==> src/hdl/nfrt_pkg.sv <==
package nfrt_pkg;

	localparam int FLOOR_W = 6;
	localparam int TALLY_W = 7;
	localparam int MAX_MAP = 64;

	localparam logic [1:0] OP_REQUEST = 2'd0;
	localparam logic [1:0] OP_CANCEL  = 2'd1;
	localparam logic [1:0] OP_QUERY   = 2'd2;
	localparam logic [1:0] OP_NEXT    = 2'd3;

	typedef struct packed {
		logic [1:0]         opcode;
		logic [FLOOR_W-1:0] floor;
	} req_beat_t;

	typedef struct packed {
		logic [FLOOR_W-1:0] chosen_floor;
		logic               is_pending;
		logic [TALLY_W-1:0] pending_total;
		logic               status;
	} rsp_beat_t;

	typedef enum logic [2:0] {
		S_IDLE   = 3'b001,
		S_SCAN   = 3'b010,
		S_FINISH = 3'b100
	} state_t;

	typedef struct packed {
		logic load;
		logic scan;
		logic finish;
	} ctrl_cmd_t;

	typedef struct packed {
		logic scan_last;
		logic out_free;
	} dp_stat_t;

endpackage

==> src/hdl/nfrt_ctrl.sv <==
module nfrt_ctrl import nfrt_pkg::*; (
	input  logic       clk,
	input  logic       arst_n,
	input  logic       req_valid,
	input  logic [1:0] req_op,
	input  dp_stat_t   stat,
	output ctrl_cmd_t  cmd,
	output logic       req_stall
);

	state_t state_q;
	state_t state_d;

	always_comb begin
		cmd     = '0;
		state_d = state_q;
		case (state_q)
			S_IDLE: begin
				if (req_valid) begin
					cmd.load = 1'b1;
					state_d  = (req_op == OP_NEXT) ? S_SCAN : S_FINISH;
				end
			end
			S_SCAN: begin
				cmd.scan = 1'b1;
				if (stat.scan_last) begin
					state_d = S_FINISH;
				end
			end
			S_FINISH: begin
				// hold until the result register can take the beat
				if (stat.out_free) begin
					cmd.finish = 1'b1;
					state_d    = S_IDLE;
				end
			end
			default: begin
				state_d = S_IDLE;
			end
		endcase
	end

	assign req_stall = (state_q != S_IDLE);

	always_ff @(posedge clk or negedge arst_n) begin
		if (!arst_n) begin
			state_q <= S_IDLE;
		end else begin
			state_q <= state_d;
		end
	end

endmodule

==> src/hdl/nfrt_dp.sv <==
module nfrt_dp import nfrt_pkg::*; #(
	parameter int NUM_FLOORS = 64,
	parameter int MAP_N      = 64
) (
	input  logic      clk,
	input  logic      arst_n,
	input  req_beat_t req,
	input  ctrl_cmd_t cmd,
	input  logic      rsp_stall,
	output dp_stat_t  stat,
	output logic      rsp_valid,
	output rsp_beat_t rsp
);

	localparam int         IDX_W     = (MAP_N > 1) ? $clog2(MAP_N) : 1;
	localparam logic [8:0] FLOOR_LIM = 9'(NUM_FLOORS);

	logic [MAP_N-1:0]   map_q, map_d;
	logic [TALLY_W-1:0] tally_q, tally_d;
	logic [1:0]         op_q;
	logic [FLOOR_W-1:0] floor_q;
	logic [IDX_W-1:0]   cnt_q, best_q;
	logic [FLOOR_W-1:0] best_d_q;
	logic               found_q;
	rsp_beat_t          rsp_q, res;
	logic               rsp_valid_q;

	logic               in_range;
	logic [IDX_W-1:0]   idx;
	logic               cur_bit;
	logic [FLOOR_W-1:0] cnt_f, gap;
	logic               take;

	assign in_range = 9'(floor_q) < FLOOR_LIM;
	assign idx      = floor_q[IDX_W-1:0];
	assign cur_bit  = in_range && map_q[idx];

	// scan step: one floor per cycle, strict compare keeps the lower floor on ties
	assign cnt_f = FLOOR_W'(cnt_q);
	assign gap   = (floor_q > cnt_f) ? (floor_q - cnt_f) : (cnt_f - floor_q);
	assign take  = map_q[cnt_q] && (!found_q || (gap < best_d_q));

	always_comb begin
		map_d   = map_q;
		tally_d = tally_q;
		res     = '0;
		case (op_q)
			OP_REQUEST: begin
				if (!in_range) begin
					res.status = 1'b1;
				end else if (!map_q[idx]) begin
					map_d[idx] = 1'b1;
					tally_d    = tally_q + TALLY_W'(1);
				end
			end
			OP_CANCEL: begin
				if (cur_bit) begin
					map_d[idx] = 1'b0;
					tally_d    = tally_q - TALLY_W'(1);
				end else begin
					res.status = 1'b1;
				end
			end
			OP_QUERY: begin
				res.is_pending = cur_bit;
			end
			default: begin
				if (found_q) begin
					map_d[best_q]    = 1'b0;
					tally_d          = tally_q - TALLY_W'(1);
					res.chosen_floor = FLOOR_W'(best_q);
				end else begin
					res.status = 1'b1;
				end
			end
		endcase
		res.pending_total = tally_d;
	end

	always_ff @(posedge clk or negedge arst_n) begin
		if (!arst_n) begin
			map_q       <= '0;
			tally_q     <= '0;
			rsp_valid_q <= 1'b0;
		end else begin
			if (cmd.finish) begin
				map_q       <= map_d;
				tally_q     <= tally_d;
				rsp_valid_q <= 1'b1;
			end else if (rsp_valid_q && !rsp_stall) begin
				rsp_valid_q <= 1'b0;
			end
		end
	end

	always_ff @(posedge clk) begin
		if (cmd.load) begin
			op_q    <= req.opcode;
			floor_q <= req.floor;
			cnt_q   <= '0;
			found_q <= 1'b0;
		end else if (cmd.scan) begin
			cnt_q <= cnt_q + IDX_W'(1);
			if (take) begin
				found_q  <= 1'b1;
				best_q   <= cnt_q;
				best_d_q <= gap;
			end
		end
		if (cmd.finish) begin
			rsp_q <= res;
		end
	end

	assign stat.scan_last = (cnt_q == IDX_W'(MAP_N - 1));
	assign stat.out_free  = !rsp_valid_q || !rsp_stall;
	assign rsp_valid      = rsp_valid_q;
	assign rsp            = rsp_q;

endmodule

==> src/hdl/nearest_floor_request_table.sv <==
// channel   dir  handshake            payload
// req       in   req_valid/req_stall  req_beat_t  {opcode, floor}
// rsp       out  rsp_valid/rsp_stall  rsp_beat_t  {chosen_floor, is_pending, pending_total, status}
//
// Request, cancel and query: accept in idle, then update and result load in finish.
// Next: accept, then a scan as the datapath walks the pending map one floor per
// cycle, then finish. req_stall stays high from accept until finish completes.
// Reset clears the map and the count; the block takes a beat right after.
// A result waiting under rsp_stall does not block the next accept; the
// following result waits in the finish state until the register drains.
module nearest_floor_request_table import nfrt_pkg::*; #(
	parameter int NUM_FLOORS = 64
) (
	input  logic      clk,
	input  logic      arst_n,
	input  logic      req_valid,
	output logic      req_stall,
	input  req_beat_t req,
	output logic      rsp_valid,
	input  logic      rsp_stall,
	output rsp_beat_t rsp
);

	// floors above 63 cannot be addressed, so the map stops there
	localparam int MAP_N = (NUM_FLOORS < MAX_MAP) ? NUM_FLOORS : MAX_MAP;

	ctrl_cmd_t cmd;
	dp_stat_t  stat;

	// sequencer: idle / scan / finish
	nfrt_ctrl u_ctrl (
		.clk       (clk),
		.arst_n    (arst_n),
		.req_valid (req_valid),
		.req_op    (req.opcode),
		.stat      (stat),
		.cmd       (cmd),
		.req_stall (req_stall)
	);

	// pending map, count, nearest-floor scan and result register
	nfrt_dp #(
		.NUM_FLOORS (NUM_FLOORS),
		.MAP_N      (MAP_N)
	) u_dp (
		.clk       (clk),
		.arst_n    (arst_n),
		.req       (req),
		.cmd       (cmd),
		.rsp_stall (rsp_stall),
		.stat      (stat),
		.rsp_valid (rsp_valid),
		.rsp       (rsp)
	);

	// a finish never overwrites a beat still waiting downstream
	a_finish_free: assert property (@(posedge clk) disable iff (!arst_n)
		cmd.finish |-> stat.out_free)
		else $error("result register overwritten");

	// a finish always presents a beat next cycle
	a_finish_valid: assert property (@(posedge clk) disable iff (!arst_n)
		cmd.finish |=> rsp_valid)
		else $error("finished item produced no beat");

	// after an accept the block is busy
	a_accept_busy: assert property (@(posedge clk) disable iff (!arst_n)
		(req_valid && !req_stall) |=> req_stall)
		else $error("accepted beat while busy");

	// the count never exceeds the number of addressable floors
	a_total_range: assert property (@(posedge clk) disable iff (!arst_n)
		rsp_valid |-> (rsp.pending_total <= TALLY_W'(MAP_N)))
		else $error("pending count out of range");

endmodule
==> config.mk <==
export PLATFORM = sky130hd
export DESIGN_NAME = nearest_floor_request_table
export DESIGN_NICKNAME = d
export VERILOG_FILES = /design/src/hdl/nfrt_pkg.sv /design/src/hdl/nfrt_ctrl.sv /design/src/hdl/nfrt_dp.sv /design/src/hdl/nearest_floor_request_table.sv
export SDC_FILE = /design/constraint.sdc
export NUM_CORES = 1
export LEC_CHECK = 0
export BUFFER_PORTS_ARGS = -buffer_cell sky130_fd_sc_hd__buf_4
export CORE_MARGIN = 2
export CORE_UTILIZATION = 46
export DETAILED_ROUTE_END_ITERATION = 10
export SETUP_SLACK_MARGIN = 0.4
export SYNTH_ARGS = -nofsm -noshare
export SYNTH_HDL_FRONTEND = slang
export SYNTH_SLANG_ARGS = --single-unit
==> constraint.sdc <==
create_clock -name clk -period 7.6 [get_ports clk]
set_clock_uncertainty 0.2 [all_clocks]
set_input_delay 0.38 -clock clk [delete_from_list [all_inputs] [get_ports clk]]
set_output_delay 0.38 -clock clk [all_outputs]
set_load 0.02 [all_outputs]
== Yosys cells after proc, flatten, opt, wreduce, memory -nomap -nowiden ==
Index checks and enable logic that the tools add are counted.
W data, S select, Z words.

* Bitwise operators: 8
* $add $sub $neg: 5
* Reduce and logical (&&, ||, !) cells: 18
* Eq/ne operators: 13
* Mux-type cells: 32
* Order comparisons: 7

{| class="wikitable"
|+ Operators by type and width
! kind !! number
|-
| $mux W64 || 3
|-
| $pmux W64 S3 || 1
|-
| $and A64 B64 Y64 || 2
|-
| $not A64 Y64 || 2
|-
| $or A64 B64 Y64 || 1
|-
| $lt A6 B7 Y1 const B || 3
|-
| $mux W7 || 3
|-
| $pmux W7 S3 || 1
|-
| $mux W1 || 13
|-
| $bmux W1 S6 || 2
|-
| $demux W1 S6 || 2
|-
| $ge A6 B1 Y1 const B || 2
|-
| $mux W3 || 4
|-
| $sub A6 B6 Y6 || 2
|-
| $pmux W3 S3 || 1
|-
| $ne A2 B2 Y1 const B || 4
|-
| $add A7 B1 Y7 const B || 1
|-
| $sub A7 B1 Y7 const B || 1
|-
| $add A6 B1 Y6 const B || 1
|-
| $eq A6 B6 Y1 const B || 1
|-
| $gt A6 B6 Y1 || 1
|-
| $lt A6 B6 Y1 || 1
|-
| $mux W6 || 1
|-
| $reduce_and A3 Y1 || 2
|-
| 19 further kinds || 28
|}

* Logic and storage cells: 97
* Output and inout port bits: 17
* Register bits after elaboration: 117
* Bits of input ports: 12

== Logic depth before layout (Yosys ltp) ==
Gate-level depths: netlist of the first run.

* Depth after elaboration: 8
* Mapped depth: 21
* Gate-level depth less buffers: 19

== Cells and area by module ==
Synthesis of the first run repeated with hierarchy kept, for this count alone.

* Cells, all modules: 798
* Area total of the unflattened synthesis: 7689.9 um^2

{| class="wikitable"
|+ By module, submodules not included
! module !! area each (um^2) !! instances !! seq. area each (um^2) !! cells each
|-
| nfrt_dp || 7514.7 || 1 || 2992.9 || 783
|-
| nfrt_ctrl || 175.2 || 1 || 76.3 || 15
|}

== Worst setup path after synthesis of the first run ==
No wires, ideal clock.

* Path type: register to register
* From: register u_dp.cnt_q[1] (netlist: u_dp.cnt_f[1])
* To: register u_dp.best_d_q[0] (enable)
* Path slack: 2.556 ns
* Data arrival time: 4.488 ns
* Period minus slack after synthesis: 5.044 ns
* Stages on the path, launching flop included: 20
* Library setup time: 0.355 ns
* Cell sequence: dfxtp_1 -> clkbuf_1 -> buf_1 -> inv_1 -> fa_1 -> a21o_1 -> a21o_1 -> a21o_1 -> a21oi_1 -> nor2_1 -> or3b_2 -> and3_1 -> xnor2_1 -> ha_1 -> o21ai_0 -> nand2b_1 -> a21oi_1 -> nor2b_1 -> o21ai_0 -> and3_1

* Word-level cells in the longest chain between the ends: 6
* Elaborated cells between the ends (all ways): 10
* Those cells by class: add/sub: 2; order compare: 2; mux: 3; reduce/logical: 3

{| class="wikitable"
|+ RTL lines
! item !! RTL line !! source
|-
| start, declared || nfrt_dp.sv:22 || <nowiki>logic [IDX_W-1:0] cnt_q, best_q;</nowiki>
|-
| start signal, assigned || nfrt_dp.sv:103 || <nowiki>cnt_q <= cnt_q + IDX_W'(1);</nowiki>
|-
| $sub A6 B6 Y6 or $gt A6 B6 Y1 (tied branches) || nfrt_dp.sv:40 || <nowiki>assign gap = (floor_q > cnt_f) ? (floor_q - cnt_f) : (cnt_f - floor_q);</nowiki>
|-
| $mux W6 (*) || nfrt_dp.sv:40 ||
|-
| named net u_dp.gap[3] || nfrt_dp.sv:31 || <nowiki>logic [FLOOR_W-1:0] cnt_f, gap;</nowiki>
|-
| $lt A6 B6 Y1 (*) || nfrt_dp.sv:41 || <nowiki>assign take = map_q[cnt_q] && (!found_q || (gap < best_d_q));</nowiki>
|-
| $logic_or A1 B1 Y1 (*) || nfrt_dp.sv:41 ||
|-
| $logic_and A1 B1 Y1 (*) || nfrt_dp.sv:41 ||
|-
| $reduce_and A3 Y1 (no line) (*) || -- ||
|-
| end signal, assigned || nfrt_dp.sv:107 || <nowiki>best_d_q <= gap;</nowiki>
|-
| end, declared || nfrt_dp.sv:23 || <nowiki>logic [FLOOR_W-1:0] best_d_q;</nowiki>
|}

The timed path passes the listed nets; every way through them passes the cells marked *. The select of a mux whose other input is x is not followed.
A chain may end at the register's enable or synchronous reset.

== Worst setup path after layout of the first run ==
* From: register u_dp.cnt_q[1] (netlist: u_dp.cnt_f[1])
* To: register u_dp.best_q[0] (enable)

* Word-level cells in the longest chain between the ends: 6
* Elaborated cells between the ends (all ways): 10
* Those cells by class: add/sub: 2; order compare: 2; mux: 3; reduce/logical: 3

{| class="wikitable"
|+ RTL lines
! item !! RTL line !! source
|-
| $sub A6 B6 Y6 or $gt A6 B6 Y1 (tied branches) || nfrt_dp.sv:40 ||
|-
| $mux W6 (*) || nfrt_dp.sv:40 ||
|-
| named net u_dp.gap[3] || nfrt_dp.sv:31 ||
|-
| $lt A6 B6 Y1 (*) || nfrt_dp.sv:41 ||
|-
| $logic_or A1 B1 Y1 (*) || nfrt_dp.sv:41 ||
|-
| $logic_and A1 B1 Y1 (*) || nfrt_dp.sv:41 ||
|-
| $reduce_and A3 Y1 (no line) (*) || -- ||
|-
| end signal, assigned || nfrt_dp.sv:106 || <nowiki>best_q <= cnt_q;</nowiki>
|-
| end, declared || nfrt_dp.sv:22 ||
|}

Marks and branches as above.

==> results of run 1 <==
[stage by stage]
stage | instances | setup slack, ps
2_1_floorplan | 729 | 2556
3_3_place_gp | 943 | 2224
3_5_place_dp | 943 | 2009
4_1_cts | 985 | 2009
5_1_grt | 985 | 1586
6_report | 985 | 2019
[state kept, by name, summed over array words and instances (netlist names), 2 cells and up]
name            flops
u_dp.op_q           2
u_dp.floor_q        6
u_ctrl.state_q      3
u_dp.cnt_f          6
u_dp.map_q         64
u_dp.tally_q        7
u_dp.rsp           15
u_dp.best_d_q       6
u_dp.best_q         6
[final cells by class]
| cell class | instances | area share [%] |
|---|---|---|
| sequential | 117 | 36.69 |
| inverter | 30 | 1.346 |
| clock buffer | 28 | 6.058 |
| multi-input combinational | 540 | 47.34 |
| clock inverter | 4 | 0.5385 |
| tap | 216 | 3.231 |
| timing repair buffer | 50 | 4.787 |
[routing by layer]
layer	GRT usage, %	wire length, um	up-vias	part of all wire (%)
li1	-	-	2840	-
met3	6.642	1700	52	7.7
met5	0	0	-	0
met1	36.66	9275	3135	42
met4	9.741	684	0	3.1
met2	44.19	10530	304	47
[final timing paths]
path	depth (start not counted)	startpoint	to	slack, ps
setup / recovery	17	u_dp.cnt_f[1]	u_dp.best_q[0]	2020
hold / removal	4	req_valid	u_ctrl.state_q[0]	70
setup reg to reg	17	u_dp.cnt_f[1]	u_dp.best_q[0]	2020
hold reg to reg	1	u_ctrl.state_q[1]	u_ctrl.state_q[0]	290
max in group asynchronous	2	arst_n	u_dp.map_q[16]	6050
min in group asynchronous	2	arst_n	u_ctrl.state_q[2]	420
[worst max-delay path, stage by stage (launching register included)]
cell and delay, ps:
dfxtp_1 1010, inv_1 230, fa_1 510, a21o_1 180
a21o_1 180, a21o_1 170, a21oi_1 310, nor2_1 210
or3b_2 540, and3_1 200, xnor2_1 200, ha_1 260
o21ai_0 80, nand2b_1 70, a21oi_1 140, nor2b_1 50
o21ai_0 140, and3_1 530
[cells in the final DEF (no fill, tap or decap), types with 17 or more instances in the layout]
cell         n
nand3_1     21
nor2_1      53
buf_4       40
ha_1        19
nor3_1      22
a22oi_1     58
o21ai_0    117
clkbuf_16   17
mux4_2      36
edfxtp_1    35
inv_1       26
o21ai_1     20
dfrtp_1     74
nand2_1     38
[power breakdown]
part | internal (mW) | switching, mW
logic | 0.256 | 0.382
registers | 0.744 | 0.0967
clock network | 0.482 | 0.271
[cells by family after synthesis]
group / after synthesis / synth area share, %
XOR/XNOR: 14 / 1.677
adder cells (fa/ha/maj): 21 / 3.799
AND/OR/NAND/NOR: 195 / 13.64
flip-flops: 117 / 41.98
multiplexers: 43 / 12.08
buffers and inverters: 72 / 4.073
AO/OA/AOI/OAI: 267 / 22.75
==> impl_metrics.yaml, run 1 <==
outcome:
  outcome: "complete, no violations"
timing:
  timing.final.crit_share_pct: 73.43
  fmaxAchievable_ghz: 0.1792
  timing.hold.ws_ps: 71.30
  slew_headroom_pct: 13.01
  rsz0062_at_grt: "false"
  hold_viol_final: 0
  worstMarginPinSlew_ps: 1295
  tns_ps: 0
  setup_viol: 0
  maxSlewViolCount: 0
  min_period_ps: 5581
global_route:
  grt_pass1_vias: 6000
  grt_pass1_wl_um: 34440
  grt_usage_pct: 27.51
  grt_overflow: 0
  grt_max_degree: 76
  antenna_found_initial: 0
floorplanning:
  die_y_um: 130.1
  dieArea_um2: 16920
  dieWidth_um: 130.1
  coreArea_um2: 15710
  core.rowCount: 46
  ios: 29
  initial_core_util_pct: 46.53
setup_path:
  end_kind: "flip-flop"
  worstPathArrival_ps: 5440
  critical_path_required_ps: 7460
  cp_max_fo: 22
  path_class: "reg2reg"
  crit_path_start_kind: "flip-flop"
clock_tree:
  cts_resized: 0
  clock_latency_ps: 430
  cts_setup_buffers: 0
  numCtsBuffers: 17
  root_buffer: "clkbuf_16"
  path_clk_slew_ps: 50
  cts_tree: "yes"
  htreeDepth: 4
  cts.sinks: 117
  cts_hold_buf: 10
  cts_buffer_depth: 2
synth:
  synth.area.top_cells: "dfrtp_1 (25%), edfxtp_1 (14%), mux4_2 (11%)"
  synthArstFlopShare_pct: 64.10
  syn_nets: 762
  netlist_instances: 729
  synth_cell_types: 71
  synth_top_area_share_pct: 25.33
  ys_seq_elements: 117
  yosysWarnings: 0
  yosysTopAreaCell: "dfrtp_1"
  yosysMostFrequentCell: "o21ai_0"
  yosysSeqAreaShare_pct: 41.98
  synth_edf_count: 35
  synth.avg_cell_area_um2: 10.03
  synthFlopType: "dfrtp_1"
  synth_common_cells: "o21ai_0 (117), dfrtp_1 (74), a22oi_1 (58)"
  synth_area_um2: 7311
route:
  initialDrtViolationCount: 717
  via_per_inst: 6.427
  antenna_left: 0
  drt-pass1-iter-count: 5
  routed-via-count: 6331
  wl_per_cell_um: 22.53
  drt_wl_total_um: 22190
  drc: 0
cells_and_area:
  num-fill-cells: 1413
  drive_gt1_share_pct: 15.21
  stdcell_area_um2: 8364
  multiInputGateArea_um2: 3960
  nets: 789
  final_util_pct: 53.23
  n_antenna_cell: 0
  seqCellArea_um2: 3069
  area_growth_syn_to_layout_pct: 14.41
run:
  maxCapViolations: 0
hold_path:
  hold_path.class: "in2reg"
pwr:
  total_power_mw: 2.232
  power_density_nw_per_um2: 266.8
  total_leakage_power_nw: 3.147
  peakVddDrop_v: 0.0001731
place:
  hpwl_um: 14990
  place.gp.congestion: 0.9232
  placed_area_um2: 7712
  port_buffers: 28
Note: power is estimated with default switching activity, not from simulation.
==> run 2, diff against run 1 <==
==> constraint.sdc (replaced) <==
create_clock -name clk -period 5.6 [get_ports clk]
set_clock_uncertainty 0.2 [all_clocks]
set_input_delay 0.28 -clock clk [delete_from_list [all_inputs] [get_ports clk]]
set_output_delay 0.28 -clock clk [all_outputs]
set_load 0.02 [all_outputs]
==> impl_metrics.yaml, run 2 (synthesized netlist as in run 1, its figures left out) <==
floorplanning:
  initial_core_util_pct: 46.53
  core.rowCount: 46
  dieWidth_um: 130.1
  coreArea_um2: 15710
  ios: 29
  die_y_um: 130.1
  dieArea_um2: 16920
place:
  hpwl_um: 15340
  dp_slack_ps: 623.7
  place.gp.congestion: 0.9394
  port_buffers: 28
timing:
  hold_viol_final: 0
  min_period_ps: 4805
  fmaxAchievable_ghz: 0.2081
  maxSlewViolCount: 0
  timing.final.ws_setup_ps: 795.1
  rsz0062_at_grt: "false"
  setup_viol: 0
  tns_ps: 0
  timing.final.crit_share_pct: 85.80
  slew_headroom_pct: 14.02
  worstMarginPinSlew_ps: 1280
setup_path:
  rr_worst_depth: 17
  cp_max_fo: 12
  critical_path_required_ps: 5500
  path_class: "reg2reg"
  worst-r2r-setup-slack_ps: 800
  worstPathArrival_ps: 4710
  end_kind: "flip-flop"
  crit_path_start_kind: "flip-flop"
  r2r-end: "u_dp.best_d_q[3]"
  timing.rr.start: "u_dp.cnt_f[2]"
cells_and_area:
  drive_gt1_share_pct: 15.54
  area_growth_syn_to_layout_pct: 15.47
  mostFrequentLayoutCell: "o21ai_0"
  layout_common_cells: "o21ai_0 (117), dfrtp_1 (74), a22oi_1 (58)"
  largestRegisters: "u_dp.map_q: 64 flops, u_dp.rsp: 15 flops, u_dp.tally_q: 7 flops"
  nets: 792
  multiInputGateArea_um2: 3956
  top_register: "u_dp.map_q"
  largest_reg_flops: 64
  seqCellArea_um2: 3069
  num-fill-cells: 1412
clock_tree:
  htreeDepth: 4
  numCtsBuffers: 17
  cts_tree: "yes"
  clock_latency_ps: 430
  cts.sinks: 117
  root_buffer: "clkbuf_16"
  cts_buffer_depth: 2
  path_clk_slew_ps: 50
hold_path:
  hold_path.class: "reg2reg"
  hold_start: "u_ctrl.state_q[1]"
  hold_depth: 1
  hold_path_end: "u_ctrl.state_q[0]"
global_route:
  grt_pass1_wl_um: 36470
  grt_overflow: 0
  antenna_found_initial: 1
  grt_usage_pct: 29.14
  grt_pass1_vias: 6123
  grt_max_degree: 76
outcome:
  outcome: "complete, no violations"
pwr:
  power_density_nw_per_um2: 375.2
  total_leakage_power_nw: 3.185
  total_power_mw: 3.167
  peakVddDrop_v: 0.0002823
route:
  wl_per_cell_um: 23.66
  antenna_left: 0
  initialDrtViolationCount: 861
  drt_wl_total_um: 23400
  via_per_inst: 6.542
  drt-pass1-iter-count: 6
  drc: 0
  routed-via-count: 6470
run:
  maxCapViolations: 0
## run 2: area by class of cell
type / count / area share, %
Antenna cell: 1 / 0.02964
Inverter: 30 / 1.334
Timing Repair Buffer: 53 / 5.039
Sequential cell: 117 / 36.36
Tap cell: 216 / 3.201
Clock buffer: 20 / 5.291
Clock inverter: 12 / 1.882
Multi-Input combinational cell: 540 / 46.87
## run 2: through the flow
| stage | hold WS [ps] | instances | cell area (um2) | utilization (%) |
|---|---|---|---|---|
| 3_5_place_dp | 259.7 | 945 | 7722 | 49.15 |
| 3_3_place_gp | 258.8 | 945 | 7722 | 49.15 |
| 6_report | 282.8 | 989 | 8442 | 53.73 |
| 5_1_grt | 299.4 | 988 | 8439 | 53.71 |
| 4_1_cts | 282.3 | 988 | 8438 | 53.70 |
| 2_1_floorplan | -215.6 | 729 | 7311 | - |
## run 2: worst max-delay path by stage
stage                   from          endpoint  cells after the start
3_5_place_dp   u_dp.cnt_f[2]    u_dp.best_q[1]                     17
2_1_floorplan  u_dp.cnt_f[1]  u_dp.best_d_q[0]                     19
6_report       u_dp.cnt_f[2]  u_dp.best_d_q[3]                     17
5_1_grt        u_dp.cnt_f[2]    u_dp.best_q[2]                     17
3_3_place_gp   u_dp.cnt_f[2]    u_dp.best_q[0]                     17
4_1_cts        u_dp.cnt_f[2]    u_dp.best_q[2]                     17
## run 2: critical path: stages, from the launching register on
cell and delay [ps]:
dfxtp_1 560, inv_1 140, ha_1 390, a21o_1 200
a21o_1 190, a21o_1 180, a21oi_1 330, nor2_1 200
or3b_2 540, and3_1 190, xnor2_1 200, ha_1 270
o21ai_0 80, nand2b_1 70, a21oi_1 150, nor2b_1 60
o21ai_0 130, and3_2 390
## run 2: metal layers
metal | up-vias | wire length (um) | track usage, %
li1 | 2852 | - | -
met1 | 3179 | 9531 | 39.59
met2 | 387 | 10920 | 44.75
met3 | 52 | 2196 | 7.175
met4 | 0 | 750 | 12.40
met5 | - | 0 | 0
## run 2: what timing repair did
action                                  4_1_cts  5_1_grt
endpoints found under the hold margin        85        0
resized for setup                             0        1
endpoints found under the setup margin        0       12
setup buffers                                 0        0
hold buffers                                 11        0
## run 2: where the power goes
group          leakage, nW  internal [mW]  total (mW)  switching (mW)
clock                0.298          0.747        1.14           0.395
combinational         1.49          0.350       0.901           0.551
sequential            1.40           1.01        1.12           0.115
==> run 3, diff against run 2 <==
--- a/config.mk
+++ b/config.mk
@@ -5,10 +5,10 @@
 export SDC_FILE = /design/constraint.sdc
 export NUM_CORES = 1
 export LEC_CHECK = 0
-export BUFFER_PORTS_ARGS = -buffer_cell sky130_fd_sc_hd__buf_4
 export CORE_MARGIN = 2
 export CORE_UTILIZATION = 46
 export DETAILED_ROUTE_END_ITERATION = 10
+export DONT_BUFFER_PORTS = 1
 export SETUP_SLACK_MARGIN = 0.4
 export SYNTH_ARGS = -nofsm -noshare
 export SYNTH_HDL_FRONTEND = slang
==> impl_metrics.yaml, run 3 (synthesized netlist as in run 1, its figures left out) <==
setup_path:
  path_cells: "inv_1 > ha_1 > a21o_1 > a21o_1 > a21o_1 > a21oi_1 > nor2_1 > or3b_2 > and3_1 > xnor2_1 > ha_1 > o21ai_0 > nand2b_1 > a21oi_1 > nor2b_1 > o21ai_0 > and3_2"
  crit_path_start_kind: "flip-flop"
  crit_end: "u_dp.best_q[4]"
  worst-r2r-setup-slack_ps: 820
  rr_worst_depth: 17
  cp_common_cell: "a21o_1"
  critPathSlowestCell: "dfxtp_1"
  timing.rr.start: "u_dp.cnt_f[2]"
  crit_start: "u_dp.cnt_f[2]"
  path_class: "reg2reg"
  end_kind: "flip-flop"
  critical_path_required_ps: 5490
  critical-path-max-stage-delay_ps: 580
  cp_max_fo: 12
  r2r-end: "u_dp.best_q[4]"
  worstPathArrival_ps: 4670
place:
  placed_area_um2: 7497
  dp.cells: 915
  place.gp.congestion: 0.9241
  dp_slack_ps: 702.8
  hpwl_um: 14850
  port_buffers: 0
route:
  routed-via-count: 6470
  antenna_left: 0
  wl_per_cell_um: 23.76
  drt_wl_total_um: 22780
  via_per_inst: 6.747
  initialDrtViolationCount: 756
  drt-pass1-iter-count: 7
  drc: 0
cells_and_area:
  largest_reg_flops: 64
  drive_gt1_share_pct: 12.92
  area_growth_syn_to_layout_pct: 12.85
  multiInputGateArea_um2: 3956
  layout_common_cells: "o21ai_0 (117), dfrtp_1 (74), a22oi_1 (58)"
  mostFrequentLayoutCell: "o21ai_0"
  n_antenna_cell: 0
  seqCellArea_um2: 3069
  top_register: "u_dp.map_q"
  largestRegisters: "u_dp.map_q: 64 flops, u_dp.rsp: 15 flops, u_dp.tally_q: 7 flops"
  stdcell_area_um2: 8250
  final_util_pct: 52.51
  instances_no_fill: 959
  num-fill-cells: 1416
  nets: 763
hold_path:
  hold_depth: 4
  hold_path.class: "in2reg"
clock_tree:
  numCtsBuffers: 17
  root_buffer: "clkbuf_16"
  cts_setup_buffers: 0
  htreeDepth: 4
  path_clk_slew_ps: 50
  cts.sinks: 117
  cts_buffer_depth: 2
  clock_latency_ps: 420
  cts_tree: "yes"
timing:
  fmaxAchievable_ghz: 0.2093
  timing.hold.ws_ps: 73.21
  tns_ps: 0
  setup_viol: 0
  timing.final.crit_share_pct: 85.31
  hold_viol_final: 0
  min_period_ps: 4777
  slew_headroom_pct: 10.40
  timing.final.ws_setup_ps: 822.8
  rsz0062_at_grt: "false"
  maxSlewViolCount: 0
  worstMarginPinSlew_ps: 1334
pwr:
  total_power_mw: 3.095
  total_leakage_power_nw: 3.042
  power_density_nw_per_um2: 375.1
  peakVddDrop_v: 0.0002365
global_route:
  grt_pass1_wl_um: 35480
  grt_usage_pct: 28.15
  grt_util_met3_pct: 8.159
  grt_max_degree: 76
  met2_usage_pct: 44.32
  grtUsageMet1_pct: 37.08
  grt_overflow: 0
  busiest_layer: "met2"
  antenna_found_initial: 0
  grt_pass1_vias: 6193
floorplanning:
  ios: 29
  die_y_um: 130.1
  core.rowCount: 46
  dieArea_um2: 16920
  initial_core_util_pct: 46.53
  coreArea_um2: 15710
  dieWidth_um: 130.1
run:
  maxCapViolations: 0
outcome:
  outcome: "complete, no violations"
## run 3: changes by cell type in the layout (fill, tap and decap cells not counted), sizes merged
cell / delta
clkinv: -4
clkinvlp: +5
diode: -1
buf: -29
clkbuf: +1
bufinv: -2
## run 3: worst min-delay path by stage
stage                   start                end  slack [ps]
floorplan              arst_n  u_ctrl.state_q[1]        -220
global placement       arst_n     u_dp.rsp_valid        -210
detailed placement     arst_n  u_ctrl.state_q[1]        -210
CTS                 req_valid      u_dp.cnt_f[1]          60
global route        req_valid      u_dp.cnt_f[1]         100
finish              req_valid      u_dp.cnt_f[1]          70
## run 3: final cells by class
class	count	area share (%)
Sequential cell	117	37.20
Timing Repair Buffer	24	2.760
Tap cell	216	3.276
Clock inverter	11	1.471
Multi-Input combinational cell	540	47.95
Clock buffer	21	5.975
Inverter	30	1.365
## run 3: what timing repair did
| item | 4_1_cts | 5_1_grt |
|---|---|---|
| endpoints found under the hold margin | 87 | 0 |
| hold buffers | 12 | 0 |
| gates resized for setup | 0 | 1 |
| setup endpoints to repair | 0 | 12 |
## run 3: per-layer routing
metal | routed length, um | up-vias
li1 | - | 2786
met1 | 9304 | 3249
met2 | 10510 | 379
met3 | 2179 | 56
met4 | 787 | 0
met5 | 0 | -
## run 3: power breakdown
part           total (mW)  internal [mW]  leakage (nW)  switching, mW
logic               0.833          0.317          1.36          0.515
clock network        1.11          0.717         0.287          0.394
registers            1.15           1.01          1.40          0.142
## run 3: critical path: cells and delay by family, from the launching register on
kind                     cells  cell delay (ps)
AND/OR/NAND/NOR              6             1420
XOR/XNOR                     1              200
flip-flops                   1              580
adder cells (fa/ha/maj)      2              670
AO/OA/AOI/OAI                7             1220
buffers and inverters        1              150
